## config.mk

```make
export PLATFORM = sky130hd
export DESIGN_NAME = radial_edge_box_difference_unit_flat
export DESIGN_NICKNAME = d
export VERILOG_FILES = /design/src/sv/redb_pkg.sv /design/src/sv/redb_in_if.sv /design/src/sv/redb_out_if.sv /design/src/sv/radial_edge_box_difference_unit.sv /design/src/sv/redb_front.sv /design/src/sv/redb_queue.sv /design/src/sv/redb_back.sv /design/src/flat_wrapper.sv
export SDC_FILE = /design/constraint.sdc
export NUM_CORES = 1
export LEC_CHECK = 0
export ABC_CLOCK_PERIOD_IN_PS = 4990
export BUFFER_PORTS_ARGS = -buffer_cell sky130_fd_sc_hd__buf_2
export CAP_MARGIN = 0
export CORE_ASPECT_RATIO = 0.5
export CORE_MARGIN = 8
export CORE_UTILIZATION = 50
export DETAILED_ROUTE_END_ITERATION = 8
export GPL_TIMING_DRIVEN = 1
export PLACE_DENSITY = 0.66
export SLEW_MARGIN = 20
export SYNTH_ARGS = -nofsm -noshare
export SYNTH_HDL_FRONTEND = slang
export SYNTH_SLANG_ARGS = --single-unit
```

## constraint.sdc

```tcl
create_clock -name clk -period 4.99 [get_ports clk]
set_input_delay 1.2475 -clock clk [delete_from_list [all_inputs] [get_ports clk]]
set_output_delay 1.2475 -clock clk [all_outputs]
set_load 0.05 [all_outputs]
```

## src/sv/redb_pkg.sv

```systemverilog
// Shared types and constants of the radial edge box-difference unit.
package redb_pkg;

	localparam int RADIUS_DEF         = 8;
	localparam int MAX_ROW_LENGTH_DEF = 4096;
	localparam int SAMPLE_BITS_DEF    = 16;

	localparam int SAMPLE_W    = 16;
	localparam int RESP_W      = 21;
	localparam int POS_W       = 12;
	localparam int QUEUE_DEPTH = 4;

	typedef struct packed {
		logic [SAMPLE_W-1:0] sample;
		logic                last_in_row;
	} in_beat_t;

	typedef struct packed {
		logic signed [RESP_W-1:0] response;
		logic [POS_W-1:0]         position;
		logic                     last_in_run;
		logic                     end_of_row;
	} out_beat_t;

	// One classified sample as handed from the front end to the back end.
	typedef struct packed {
		logic              has_main;
		logic              last;
		logic [POS_W-1:0]  pos_first;
		logic [POS_W-1:0]  pos_end;
		logic [RESP_W-1:0] ins;
		logic [RESP_W-1:0] outs;
	} job_t;

endpackage

```

## src/sv/redb_in_if.sv

```systemverilog
// Sample channel: valid/ready handshake carrying one input beat.
interface redb_in_if;
	logic               valid;
	logic               ready;
	redb_pkg::in_beat_t beat;

	modport source (output valid, output beat, input ready);
	modport sink (input valid, input beat, output ready);
endinterface

```

## src/sv/redb_out_if.sv

```systemverilog
// Result channel: valid/ready handshake carrying one result beat.
interface redb_out_if;
	logic                valid;
	logic                ready;
	redb_pkg::out_beat_t beat;

	modport source (output valid, output beat, input ready);
	modport sink (input valid, input beat, output ready);
endinterface

```

## src/sv/radial_edge_box_difference_unit.sv

```systemverilog
// Top level of the radial edge box-difference unit.
// Samples of a polar image arrive row by row on the samples channel, one beat per
// sample, the closing sample of each row flagged by last_in_row. For every position a
// of a row the unit returns the sum of the RADIUS samples before a minus the sum of the
// 2*RADIUS samples after a, and zero for a below RADIUS. Position a leaves once sample
// a+2*RADIUS has arrived; when a row closes, its remaining positions follow as zeros in
// one run, the last beat of that run marked end_of_row, and last_in_run marks the final
// result beat caused by each sample. A row reaching MAX_ROW_LENGTH samples closes on its
// own. Samples are accepted one per clock cycle while the queue has room. An ordinary
// sample yields at most one result beat, so the unit streams at one beat per cycle
// while the result channel keeps up; a closing sample yields up to 2*RADIUS+1 beats,
// which the back end emits one per cycle as the result channel takes them, and a
// four-entry queue between the front end and the back end buffers the jobs; the
// sample channel stalls while that queue is full. A sample's first result beat
// passes the queue, the back end's job register and its output register in turn.
module radial_edge_box_difference_unit #(
	parameter int RADIUS         = redb_pkg::RADIUS_DEF,
	parameter int MAX_ROW_LENGTH = redb_pkg::MAX_ROW_LENGTH_DEF,
	parameter int SAMPLE_BITS    = redb_pkg::SAMPLE_BITS_DEF
) (
	input  logic       clk,
	input  logic       arst_n,
	redb_in_if.sink    samples,
	redb_out_if.source results
);

	// Classified samples travelling from the front end into the queue.
	logic           push_valid, push_ready;
	redb_pkg::job_t push_job;

	// Head of the queue as seen by the back end.
	logic           head_valid, head_pop;
	redb_pkg::job_t head_job;

	// The front end keeps the delay line and both running sums; a sample with results
	// becomes a job: an optional main response plus, at a row's end, a run of zeros.
	redb_front #(
		.RADIUS        (RADIUS),
		.MAX_ROW_LENGTH(MAX_ROW_LENGTH),
		.SAMPLE_BITS   (SAMPLE_BITS)
	) u_front (
		.clk       (clk),
		.arst_n    (arst_n),
		.samples   (samples),
		.push_valid(push_valid),
		.push_job  (push_job),
		.push_ready(push_ready)
	);

	// The queue lets the front end keep accepting samples while the back end drains a
	// row-end run or waits on a stalled result channel.
	redb_queue u_queue (
		.clk       (clk),
		.arst_n    (arst_n),
		.push_valid(push_valid),
		.push_job  (push_job),
		.push_ready(push_ready),
		.pop_valid (head_valid),
		.pop_job   (head_job),
		.pop       (head_pop)
	);

	// The back end forms the difference of the two sums and walks the positions of each
	// job through a registered output stage, one beat per cycle unless results stall.
	redb_back u_back (
		.clk      (clk),
		.arst_n   (arst_n),
		.job_valid(head_valid),
		.job      (head_job),
		.job_pop  (head_pop),
		.results  (results)
	);

endmodule

```

## src/sv/redb_front.sv

```systemverilog
// Front end: sample delay line, running window sums and row classification.
module redb_front #(
	parameter int RADIUS         = redb_pkg::RADIUS_DEF,
	parameter int MAX_ROW_LENGTH = redb_pkg::MAX_ROW_LENGTH_DEF,
	parameter int SAMPLE_BITS    = redb_pkg::SAMPLE_BITS_DEF
) (
	input  logic           clk,
	input  logic           arst_n,
	redb_in_if.sink        samples,
	output logic           push_valid,
	output redb_pkg::job_t push_job,
	input  logic           push_ready
);

	localparam int SPAN  = 2 * RADIUS;
	localparam int LINE  = 3 * RADIUS;
	localparam int IDX_W = $clog2(MAX_ROW_LENGTH);
	localparam int EXT_W = IDX_W + redb_pkg::POS_W;
	localparam logic [redb_pkg::SAMPLE_W-1:0] S_MASK = (SAMPLE_BITS >= redb_pkg::SAMPLE_W) ?
		'1 : redb_pkg::SAMPLE_W'((1 << SAMPLE_BITS) - 1);

	logic [redb_pkg::SAMPLE_W-1:0] dl_q [LINE];
	logic [redb_pkg::RESP_W-1:0]   ins_q, outs_q;
	logic [IDX_W-1:0]              idx_q;

	logic [redb_pkg::SAMPLE_W-1:0] s;
	logic [redb_pkg::RESP_W-1:0]   ins_n, outs_n;
	logic                          accept, last, has_main, live;
	logic [EXT_W-1:0]              idx_ext, main_ext;

	always_comb begin
		s        = samples.beat.sample & S_MASK;
		// Window after position i-2R gains sample i and loses sample i-2R.
		outs_n   = outs_q + redb_pkg::RESP_W'(s) - redb_pkg::RESP_W'(dl_q[SPAN-1]);
		// The window before the next position gains sample i-2R and loses sample i-3R.
		ins_n    = ins_q + redb_pkg::RESP_W'(dl_q[SPAN-1]) - redb_pkg::RESP_W'(dl_q[LINE-1]);
		last     = samples.beat.last_in_row || (idx_q == IDX_W'(MAX_ROW_LENGTH - 1));
		has_main = idx_q >= IDX_W'(SPAN);
		live     = idx_q >= IDX_W'(LINE);
		idx_ext  = EXT_W'(idx_q);
		main_ext = EXT_W'(idx_q - IDX_W'(SPAN));
		accept   = samples.valid && push_ready;

		push_valid          = accept && (has_main || last);
		push_job.has_main   = has_main;
		push_job.last       = last;
		push_job.pos_first  = has_main ? main_ext[redb_pkg::POS_W-1:0] : '0;
		push_job.pos_end    = idx_ext[redb_pkg::POS_W-1:0];
		push_job.ins        = live ? ins_q : '0;
		push_job.outs       = live ? outs_n : '0;
	end

	assign samples.ready = push_ready;

	always_ff @(posedge clk or negedge arst_n) begin
		if (!arst_n) begin
			for (int k = 0; k < LINE; k++) dl_q[k] <= '0;
			ins_q  <= '0;
			outs_q <= '0;
			idx_q  <= '0;
		end else if (accept) begin
			if (last) begin
				for (int k = 0; k < LINE; k++) dl_q[k] <= '0;
				ins_q  <= '0;
				outs_q <= '0;
				idx_q  <= '0;
			end else begin
				for (int k = LINE - 1; k > 0; k--) dl_q[k] <= dl_q[k-1];
				dl_q[0] <= s;
				ins_q   <= ins_n;
				outs_q  <= outs_n;
				idx_q   <= idx_q + IDX_W'(1);
			end
		end
	end

endmodule

```

## src/sv/redb_queue.sv

```systemverilog
// Short register queue of classified samples between front and back end.
module redb_queue (
	input  logic           clk,
	input  logic           arst_n,
	input  logic           push_valid,
	input  redb_pkg::job_t push_job,
	output logic           push_ready,
	output logic           pop_valid,
	output redb_pkg::job_t pop_job,
	input  logic           pop
);

	localparam int PTR_W = $clog2(redb_pkg::QUEUE_DEPTH);
	localparam int CNT_W = PTR_W + 1;

	redb_pkg::job_t   mem_q [redb_pkg::QUEUE_DEPTH];
	logic [PTR_W-1:0] wr_q, rd_q;
	logic [CNT_W-1:0] cnt_q;
	logic             do_push, do_pop;

	assign push_ready = cnt_q != CNT_W'(redb_pkg::QUEUE_DEPTH);
	assign pop_valid  = cnt_q != '0;
	assign pop_job    = mem_q[rd_q];
	assign do_push    = push_valid && push_ready;
	assign do_pop     = pop && pop_valid;

	always_ff @(posedge clk) begin
		if (do_push) mem_q[wr_q] <= push_job;
	end

	always_ff @(posedge clk or negedge arst_n) begin
		if (!arst_n) begin
			wr_q  <= '0;
			rd_q  <= '0;
			cnt_q <= '0;
		end else begin
			if (do_push) wr_q <= wr_q + PTR_W'(1);
			if (do_pop) rd_q <= rd_q + PTR_W'(1);
			if (do_push && !do_pop) cnt_q <= cnt_q + CNT_W'(1);
			else if (do_pop && !do_push) cnt_q <= cnt_q - CNT_W'(1);
		end
	end

endmodule

```

## src/sv/redb_back.sv

```systemverilog
// Back end: expands each classified sample into its run of result beats.
module redb_back (
	input  logic           clk,
	input  logic           arst_n,
	input  logic           job_valid,
	input  redb_pkg::job_t job,
	output logic           job_pop,
	redb_out_if.source     results
);

	redb_pkg::job_t               job_q;
	logic                         act_q, main_q, ovld_q;
	logic [redb_pkg::POS_W-1:0]   pos_q;
	redb_pkg::out_beat_t          beat_q, item;
	logic                         fin, advance, load;

	always_comb begin
		// The main response is final unless the row closes; zeros end at the row's last index.
		fin              = main_q ? !job_q.last : (pos_q == job_q.pos_end);
		item.response    = main_q ? $signed(job_q.ins - job_q.outs) : '0;
		item.position    = pos_q;
		item.last_in_run = fin;
		item.end_of_row  = fin && job_q.last;
		advance          = act_q && (!ovld_q || results.ready);
		load             = job_valid && (!act_q || (advance && fin));
		job_pop          = load;
	end

	assign results.valid = ovld_q;
	assign results.beat  = beat_q;

	always_ff @(posedge clk) begin
		if (load) begin
			job_q <= job;
		end
		if (advance) beat_q <= item;
	end

	always_ff @(posedge clk or negedge arst_n) begin
		if (!arst_n) begin
			act_q  <= 1'b0;
			main_q <= 1'b0;
			pos_q  <= '0;
			ovld_q <= 1'b0;
		end else begin
			if (load) begin
				act_q  <= 1'b1;
				main_q <= job.has_main;
				pos_q  <= job.pos_first;
			end else if (advance && fin) begin
				act_q <= 1'b0;
			end else if (advance) begin
				main_q <= 1'b0;
				pos_q  <= pos_q + redb_pkg::POS_W'(1);
			end
			if (advance) ovld_q <= 1'b1;
			else if (results.ready) ovld_q <= 1'b0;
		end
	end

endmodule

```

## src/flat_wrapper.sv

```systemverilog
// flat-port wrapper written by rule: the top's interface ports become plain ports
module radial_edge_box_difference_unit_flat 
#(
	parameter int RADIUS         = redb_pkg::RADIUS_DEF,
	parameter int MAX_ROW_LENGTH = redb_pkg::MAX_ROW_LENGTH_DEF,
	parameter int SAMPLE_BITS    = redb_pkg::SAMPLE_BITS_DEF
)
  (clk, arst_n, samples_valid, samples_beat, samples_ready, results_valid, results_beat, results_ready);
  redb_in_if samples_i ();
  redb_out_if results_i ();
  input  logic clk;
  input  logic arst_n;
  input wire logic [$bits(samples_i.valid)-1:0] samples_valid;
  input wire logic [$bits(samples_i.beat)-1:0] samples_beat;
  output wire logic [$bits(samples_i.ready)-1:0] samples_ready;
  output wire logic [$bits(results_i.valid)-1:0] results_valid;
  output wire logic [$bits(results_i.beat)-1:0] results_beat;
  input wire logic [$bits(results_i.ready)-1:0] results_ready;
  assign samples_i.valid = samples_valid;
  assign samples_i.beat = samples_beat;
  assign samples_ready = samples_i.ready;
  assign results_valid = results_i.valid;
  assign results_beat = results_i.beat;
  assign results_i.ready = results_ready;
  radial_edge_box_difference_unit #(.RADIUS(RADIUS), .MAX_ROW_LENGTH(MAX_ROW_LENGTH), .SAMPLE_BITS(SAMPLE_BITS)) u_core (.clk(clk), .arst_n(arst_n), .samples(samples_i), .results(results_i));
endmodule
```

=== Word-level counts from Yosys, hierarchy flattened ===
Memories as Yosys holds them, arrays and structs flattened.
Index checks and enable logic that the tools add are counted.

* Bits in registers: 550
* Bits in writable memories: 272
* Output and inout port bits: 37
* Memories: 1

* Add/subtract/negate cells: 12
* Magnitude comparators: 2
* Eq/ne operators: 4
* Multiplexer cells: 22
* Reduce and logical (&&, ||, !) cells: 25

{| class="wikitable"
|+ Memories
! memory !! depth !! width !! read ports !! clocked after Yosys merged registers in !! write ports !! line !! RTL
|-
| u_core.u_queue.mem_q || 4 || 68 || 1 || 0 || 1 || redb_queue.sv:16 || <nowiki>redb_pkg::job_t mem_q [redb_pkg::QUEUE_DEPTH];</nowiki>
|}

{| class="wikitable"
|+ Operators by type and width
! kind !! number
|-
| 384-bit 2-to-1 mux || 1
|-
| 21-bit 2-to-1 mux || 4
|-
| 12-bit 2-to-1 mux || 5
|-
| 21-bit by 16-bit adder with 21-bit output || 2
|-
| 21-bit by 16-bit subtractor with 21-bit output || 2
|-
| 12-bit by 1-bit adder with 12-bit output (second input constant) || 2
|-
| 12-bit by 5-bit greater-or-equal comparator with 1-bit output (second input constant) || 2
|-
| 21-bit subtractor || 1
|-
| 12-bit equality test || 1
|-
| 12-bit equality test (second input constant) || 1
|-
| 12-bit by 5-bit subtractor with 12-bit output (second input constant) || 1
|-
| 1-bit logical AND || 10
|-
| 1-bit 2-to-1 mux || 10
|-
| 2-bit nonzero test || 4
|-
| 3-bit 2-to-1 mux || 2
|-
| 1-bit zero test || 5
|-
| 2-bit by 1-bit adder with 2-bit output (second input constant) || 2
|-
| 1-bit logical OR || 4
|-
| 3-bit by 1-bit adder with 3-bit output (second input constant) || 1
|-
| 3-bit != test (second input constant) || 1
|-
| 3-bit nonzero test || 1
|-
| 3-bit by 1-bit subtractor with 3-bit output (second input constant) || 1
|-
| 2-bit by 1-bit != test with 1-bit output (second input constant) || 1
|-
| 2-bit AND reduction || 1
|}

=== Longest topological paths before layout ===
Gate-level depths: netlist of run 1.

* Depth in word-level cells: 10
* Depth in mapped cells: 14
* Mapped depth without buffers: 13

=== Modules after synthesis ===
Synthesis of run 1 repeated with hierarchy kept, for this count alone.

* Cells, all modules: 3,136
* Area, all modules: 35,734.3 um^2

{| class="wikitable"
|+ Modules (own cells, without submodules)
! module !! instances !! cells an instance !! area an instance (um^2) !! sequential area each (um^2)
|-
| redb_front || 1 || 2,359 || 20,566.0 || 10,960.5
|-
| redb_queue || 1 || 391 || 10,299.9 || 8,343.0
|-
| redb_back || 1 || 386 || 4,868.4 || 3,078.0
|}

=== Worst setup path after synthesis of run 1 ===
OpenSTA, ideal clock, no wires.

* Path type: input -> register
* Start: input samples_beat[2]
* End: memory u_core.u_queue.mem_q[0][16] (netlist name) (data pin)
* Setup time: 0.277 ns
* Arrival time: 3.692 ns
* Data required time: 4.713 ns
* Setup slack: 1.021 ns
* Cell stages on the path: 11
* Cell sequence: inv_1 -> fa_1 -> inv_1 -> fa_1 -> a21o_1 -> a221oi_2 -> o21ai_1 -> a2111oi_2 -> or2_2 -> xor2_1 -> nor2_1

{| class="wikitable"
|+ RTL lines
! item !! line !! RTL
|-
| start, declared || flat_wrapper.sv:14 || <nowiki>input wire logic [$bits(samples_i.beat)-1:0] samples_beat;</nowiki>
|-
| end, declared || redb_queue.sv:16 ||
|}

==> results of run 1 <==
==> sequential cells by signal (all words and copies together), names as in the netlist <==
| name | cells |
|---|---|
| u_core.u_queue.wr_q | 2 |
| u_core.u_back.pos_q | 12 |
| u_core.u_queue.cnt_q | 3 |
| u_core.u_back.job_q | 55 |
| u_core.u_back.results.valid | 1 |
| u_core.u_queue.mem_q | 272 |
| u_core.u_front.idx_q | 12 |
| u_core.u_queue.rd_q | 2 |
| u_core.u_front.dl_q | 384 |
| u_core.u_front.ins_q | 21 |
| u_core.u_back.main_q | 1 |
| u_core.u_back.results.beat | 35 |
| u_core.u_back.act_q | 1 |
| u_core.u_front.outs_q | 21 |
==> path summary, 6_finish.rpt <==
kind                                                      start                                    end  slack, ns
setup / recovery                                samples_beat[2]  u_core.u_queue.mem_q[3][16]$_DFFE_PP_       1.15
hold / removal              u_core.u_front.dl_q[84]$_DFFE_PN0P_    u_core.u_front.dl_q[84]$_DFFE_PN0P_       0.47
setup reg to reg           u_core.u_front.dl_q[128]$_DFFE_PN0P_  u_core.u_queue.mem_q[3][16]$_DFFE_PP_       1.37
hold reg to reg             u_core.u_front.dl_q[84]$_DFFE_PN0P_    u_core.u_front.dl_q[84]$_DFFE_PN0P_       0.47
max in group asynchronous                                arst_n   u_core.u_front.dl_q[102]$_DFFE_PN0P_       3.24
min in group asynchronous                                arst_n   u_core.u_front.dl_q[221]$_DFFE_PN0P_       0.48
==> report_power, final <==
group | leakage (uW) | switching, uW | total, uW | internal (uW)
Clock | 0.00118 | 2520 | 5740 | 3220
Combinational | 0.00700 | 2630 | 4000 | 1360
Sequential | 0.00968 | 307 | 7940 | 7640
Total | 0.0179 | 5460 | 17700 | 12200
==> area by class of cell <==
type | instances | area [um2]
repair buffers | 93 | 793
flip-flops and latches | 822 | 22400
well taps | 958 | 1200
multi-input cells | 1936 | 11900
inverters | 184 | 696
diodes | 1 | 2.50
clock inverters | 31 | 375
clock buffers | 96 | 2040
fillers | 6010 | 31400
==> cell usage after synthesis (3+ instances only) <==
cell type / count / area (um2)
mux2i_1: 15 / 150
xor2_1: 37 / 324
nor3b_1: 6 / 45.0
clkbuf_1: 105 / 394
a21oi_1: 46 / 230
nand2b_1: 11 / 68.8
o22ai_1: 21 / 131
nor4_1: 6 / 37.5
fa_1: 34 / 681
a22oi_1: 7 / 52.6
inv_1: 182 / 683
buf_1: 8 / 30.0
edfxtp_1: 362 / 10900
ha_1: 73 / 913
dfrtp_1: 460 / 11500
or2_2: 3 / 18.8
o21ai_0: 79 / 395
nand3_1: 385 / 1930
a21o_1: 34 / 255
nand4_1: 12 / 75.1
buf_2: 65 / 325
o31ai_1: 45 / 338
and2_1: 17 / 106
nand2_1: 774 / 2910
a211o_1: 3 / 26.3
xnor2_1: 28 / 245
a21boi_0: 4 / 30.0
a22o_1: 3 / 26.3
mux4_2: 68 / 1530
o211ai_1: 3 / 22.5
o21bai_1: 5 / 37.5
and3_1: 17 / 106
a31oi_1: 13 / 81.3
nor2_1: 92 / 345
o21a_1: 12 / 90.1
nor3_1: 15 / 75.1
or4_1: 3 / 22.5
or3_1: 10 / 62.6
nor2b_1: 13 / 81.3
==> logic make-up after synthesis <==
| kind of cell | synth area share |
|---|---|
| AO/OA/AOI/OAI | 0.0579 |
| adder cells (fa/ha/maj) | 0.0446 |
| flip-flops | 0.627 |
| buffers and inverters | 0.0412 |
| multiplexers | 0.0477 |
| XOR/XNOR | 0.0159 |
| AND/OR/NAND/NOR | 0.166 |
==> routing by layer <==
metal | GRT usage | vias to the layer above
li1 | - | 10734
met1 | 0.268 | 11123
met2 | 0.282 | 427
met3 | 0.0312 | 118
met4 | 0.0508 | 2
met5 | 0 | -
==> worst max-delay path, cell delays in order <==
cell,delay [ns]
buf_2,0.07
inv_1,0.07
fa_1,0.53
inv_1,0.06
fa_1,0.40
a21o_1,0.20
a221oi_2,0.46
o21ai_1,0.25
a2111oi_2,0.41
or2_2,0.19
xor2_1,0.19
nor2_1,0.10
==> stage by stage <==
| stage | instance area, um2 | total power [uW] | hold slack, ns |
|---|---|---|---|
| after floorplan | 35700 | 10900 | 0.438 |
| after global placement | 36900 | 12000 | 0.448 |
| after detailed placement | 36900 | 12000 | 0.455 |
| after CTS | 39300 | 17800 | 0.469 |
| after global routing | 39400 | 18600 | 0.474 |
| final | 39400 | 17700 | 0.465 |
==> out/results.ini, run 1 <==
[cts]
root_buffer = clkbuf_16
cts_made_buffers = 74
clock_latency_ns = 0.63
ctsLongestPathBuffers = 3
cts_resized = 0
cts_tree = built
cts_hold_buf = 0
htree_levels = 3
postCtsSetupRepairBufs = 0
clkSinkCount = 822
clk_pin_slew_worst_paths_ns = 0.06

[route]
wl_per_cell_um = 17.9
wl_mm = 73.9
viasPerCell = 5.44
remaining_drc_errors = 0
top_layer = met5
via_count = 22404
drt-pass1-iter-count = 6
wl_met1_mm = 35.4
ant_nets = 0
dr_wl_met2_mm = 33.3
dr_wl_met3_mm = 3.42
drt_iter0_markers = 2064

[floorplanning]
core_mm2 = 0.0708
fp.dieArea_mm2 = 0.0807
initial_utilization = 0.504
boundaryPins = 58
die_w_um = 394
dieHeight_um = 205
num_rows = 69

[place]
io_buffers = 57
dp_cells = 3990
gp_congestion = 0.841
dpl.hpwl_mm = 45.2
place_ws_ns = 0.503

[final_layout]
fin_nets = 3239
utilization = 0.556
area_growth_pct = 10.3
final_cell_mix = nand2_1, dfrtp_1, nand3_1, edfxtp_1, inv_1
drive_gt1_frac = 0.0942
stdcell_count = 4121
final_common_cell = nand2_1

[timing]
slew_violations = 0
postLayoutSetupSlackWorst_ns = 1.15
final-hold-violation-count = 0
max_freq_ghz = 0.260
finalSetupViolCount = 0
tightest_slew_ns = 0.984
relSlewSlack = 0.344
rsz0062_at_grt = no
setup_tns_ns = 0
clock_skew_ns = 0.0193
fin_crit_sh = 0.770
period_minus_slack_ns = 3.84

[synthesis]
avgSynthCellArea_um2 = 11.4
synth_nets = 3250
ys_seq_area_frac = 0.627
synth_area_mm2 = 0.0357
synthCells = 3122
ys_seq_elements = 822
synth_ff_type = dfrtp_1
ys.warnings.count = 0
synthDistinctLibCells = 74
synth-edff-count = 362
ys_async_sr_fraction = 0.560

[setup_path]
critPathKind = in -> reg
critPathMaxFanout = 4
endpoint_kind = flop
crit_arrival_ns = 4.17
critPathLaunchType = primary input
required_ns = 5.32
reg2regPathDepth = 11

[hold_path]
hold_path_class = reg -> reg
holdPathStages = 2

[global_route]
grt_start_max_net_pins = 232
grt_overflow = 0
antenna_found_initial = 1
grt_use_total = 0.183
grt_pass1_vias = 22074
grt_pass1_wl_mm = 121

[outcome]
status = finished clean

[power_and_ir_drop]
power.density_mw_per_mm2 = 449
power.leakage_uw = 0.0179
ir_drop_uv = 329

[run]
maxCapViolations = 0

No activity file was read; power rests on OpenSTA's default activity.
==> inputs of run 2 (changes only) <==
Settings changed: ABC_CLOCK_PERIOD_IN_PS 4990 to 3400, PLACE_DENSITY 0.66 to 0.68.
Clock period 4.99 ns to 3.4 ns, I/O delays scaled along.
==> run 2 against run 1 <==
Compared with the run above: setup slack worse by 0.99 ns; worst hold slack worse by 0.32 ns; global-route usage is 0.43 points higher; sequential share of layout area is 1.4 points lower.
==> out/results.ini, run 2 (synthesis gave the netlist of run 1 again) <==
[setup_path]
endpoint_kind = flop  ; unchanged
critPathMaxFanout = 4  ; unchanged
r2r-end = u_core.u_front.ins_q[20]$_DFFE_PN0P_  ; was u_core.u_queue.mem_q[3][16]$_DFFE_PP_
cp-endpoint = u_core.u_front.ins_q[20]$_DFFE_PN0P_  ; was u_core.u_queue.mem_q[3][16]$_DFFE_PP_
r2r-start = u_core.u_front.dl_q[132]$_DFFE_PN0P_  ; was u_core.u_front.dl_q[128]$_DFFE_PN0P_
reg2regPathDepth = 11  ; unchanged
critPathKind = reg -> reg  ; was in -> reg
crit_arrival_ns = 3.77  ; was 4.17 ns
startpoint = u_core.u_front.dl_q[132]$_DFFE_PN0P_  ; was samples_beat[2]
r2r_slack_ns = 0.16  ; was 1.37 ns
critPathLaunchType = flop  ; was primary input
required_ns = 3.93  ; was 5.32 ns

[route]
wl_mm = 75.4  ; was 73.9 mm
drt-pass1-iter-count = 5  ; was 6
wl_met1_mm = 35.8  ; was 35.4 mm
dr_wl_met2_mm = 35.0  ; was 33.3 mm
remaining_drc_errors = 0  ; unchanged
dr_wl_met3_mm = 2.97  ; was 3.42 mm
ant_nets = 0  ; unchanged
drt_iter0_markers = 2074  ; was 2064
wl_per_cell_um = 17.8  ; was 17.9 um
top_layer = met4  ; was met5
via_count = 23042  ; was 22404
viasPerCell = 5.45  ; was 5.44

[final_layout]
final_common_cell = nand2_1  ; unchanged
drive_gt1_frac = 0.125  ; was 0.0942
fin_area_mm2 = 0.0404  ; was 0.0394 mm2
stdcell_count = 4228  ; was 4121
largest-register = u_core.u_front.dl_q  ; unchanged
utilization = 0.570  ; was 0.556
fill_cells = 5819  ; was 6010
fin_nets = 3337  ; was 3239
final_cell_mix = nand2_1, dfrtp_1, nand3_1, edfxtp_1, inv_1  ; unchanged
reg_top3 = u_core.u_front.dl_q (384), u_core.u_queue.mem_q (272), u_core.u_back.job_q (55)  ; unchanged
largest_reg_flops = 384  ; unchanged
area_growth_pct = 13.0  ; was 10.3%

[timing]
finalSetupViolCount = 0  ; unchanged
relSlewSlack = 0.471  ; was 0.344
holdWs_ns = 0.141  ; was 0.465 ns
fin_crit_sh = 0.953
rsz0062_at_grt = no  ; unchanged
final-hold-violation-count = 0  ; unchanged
tightest_slew_ns = 0.794  ; was 0.984 ns
slew_violations = 0  ; unchanged
clock_skew_ns = 0.0243  ; was 0.0193 ns
period_minus_slack_ns = 3.24
max_freq_ghz = 0.308

[cts]
clkSinkCount = 822  ; unchanged
root_buffer = clkbuf_16  ; unchanged
clk_pin_slew_worst_paths_ns = 0.07  ; was 0.06 ns
htree_levels = 3  ; unchanged
clock_latency_ns = 0.64  ; was 0.63 ns
cts_made_buffers = 74  ; unchanged
ctsLongestPathBuffers = 3  ; unchanged
cts_tree = built  ; unchanged
cts_hold_buf = 0  ; unchanged

[outcome]
status = finished clean  ; unchanged

[place]
dpl.hpwl_mm = 47.2  ; was 45.2 mm
gp_congestion = 0.860  ; was 0.841
io_buffers = 57  ; unchanged
place_area_mm2 = 0.0378  ; was 0.0369 mm2
dp_cells = 4090  ; was 3990

[global_route]
antenna_found_initial = 0  ; was 1
grt_use_total = 0.187  ; was 0.183
grt_pass1_vias = 22973  ; was 22074
grt_overflow = 0  ; unchanged
grt_start_max_net_pins = 170  ; was 232
grt_pass1_wl_mm = 124  ; was 121 mm

[floorplanning]
num_rows = 69  ; unchanged
boundaryPins = 58  ; unchanged
core_mm2 = 0.0708  ; unchanged
initial_utilization = 0.504  ; unchanged
fp.dieArea_mm2 = 0.0807  ; unchanged
dieHeight_um = 205  ; unchanged
die_w_um = 394  ; unchanged

[power_and_ir_drop]
power.leakage_uw = 0.0184  ; was 0.0179 uW
power.density_mw_per_mm2 = 675  ; was 449 mW/mm2
p_total_uw = 27300  ; was 17700 uW
ir_drop_uv = 400  ; was 329 uV

[hold_path]
hold_path_class = in -> async  ; was reg -> reg

[run]
maxCapViolations = 0  ; unchanged

run 2: cell types whose count changed in the layout (fill, tap and decap cells not counted), sizes merged:
| cell | previous run | this run |
|---|---|---|
| buf | 92 | 191 |
| clkbuf | 97 | 101 |
| clkinvlp | 1 | 4 |
| bufinv | 6 | 8 |
| inv | 188 | 187 |
run 2: per-layer routing:
| metal | global-route usage | vias to the layer above |
|---|---|---|
| met3 | 0.0288 | 107 |
| met5 | 0 | - |
| met4 | 0.0485 | 0 |
| met1 | 0.269 | 11581 |
| met2 | 0.299 | 423 |
| li1 | - | 10931 |
run 2: metrics by stage:
step	setup slack [ns]	TNS, ns
floorplan	-0.0891	-0.548
global placement	-0.424	-10.67
detailed placement	-0.473	-12.98
CTS	0.0255	0
global route	0.00794	0
finish	0.158	0
run 2: how the worst min path moves through the flow:
stage | start | to
3_5_place_dp | u_core.u_front.dl_q[262]$_DFFE_PN0P_ | u_core.u_front.dl_q[262]$_DFFE_PN0P_
4_1_cts | arst_n | u_core.u_front.dl_q[245]$_DFFE_PN0P_
2_1_floorplan | u_core.u_front.dl_q[100]$_DFFE_PN0P_ | u_core.u_front.dl_q[100]$_DFFE_PN0P_
3_3_place_gp | u_core.u_front.dl_q[71]$_DFFE_PN0P_ | u_core.u_front.dl_q[71]$_DFFE_PN0P_
6_report | arst_n | u_core.u_front.dl_q[168]$_DFFE_PN0P_
5_1_grt | arst_n | u_core.u_front.dl_q[245]$_DFFE_PN0P_
run 2: power by group:
| group | total [uW] | leakage (uW) | internal, uW | switching (uW) |
|---|---|---|---|---|
| logic | 6910 | 0.00750 | 2720 | 4190 |
| clock network | 8750 | 0.00122 | 4920 | 3830 |
| registers | 11600 | 0.00967 | 11200 | 390 |
| total | 27300 | 0.0184 | 18900 | 8400 |
run 2: area by class of cell:
type	count	area, um2	share of cell area
multi-input combinational	1936	12000	0.296
sequential	822	22400	0.555
tap	958	1200	0.0297
antenna	1	2.50	0.0000620
clock buffer	101	2060	0.0509
inverter	184	703	0.0174
timing repair buffer	191	1580	0.0392
clock inverter	35	474	0.0117
run 2: worst max-delay path: stages, from the launching register on:
cell and delay [ns]:
dfrtp_1 0.43, inv_1 0.13, fa_1 0.51, inv_1 0.04
ha_1 0.32, and2_1 0.19, a221oi_4 0.31, a21oi_2 0.12
o2111a_1 0.30, or4_1 0.51, a31o_1 0.20, o311ai_1 0.08
run 2: repair_timing:
action / in CTS / in global routing
setup endpoints to repair: 0 / 13
setup buffers: 0 / 1
resized for setup: 0 / 8
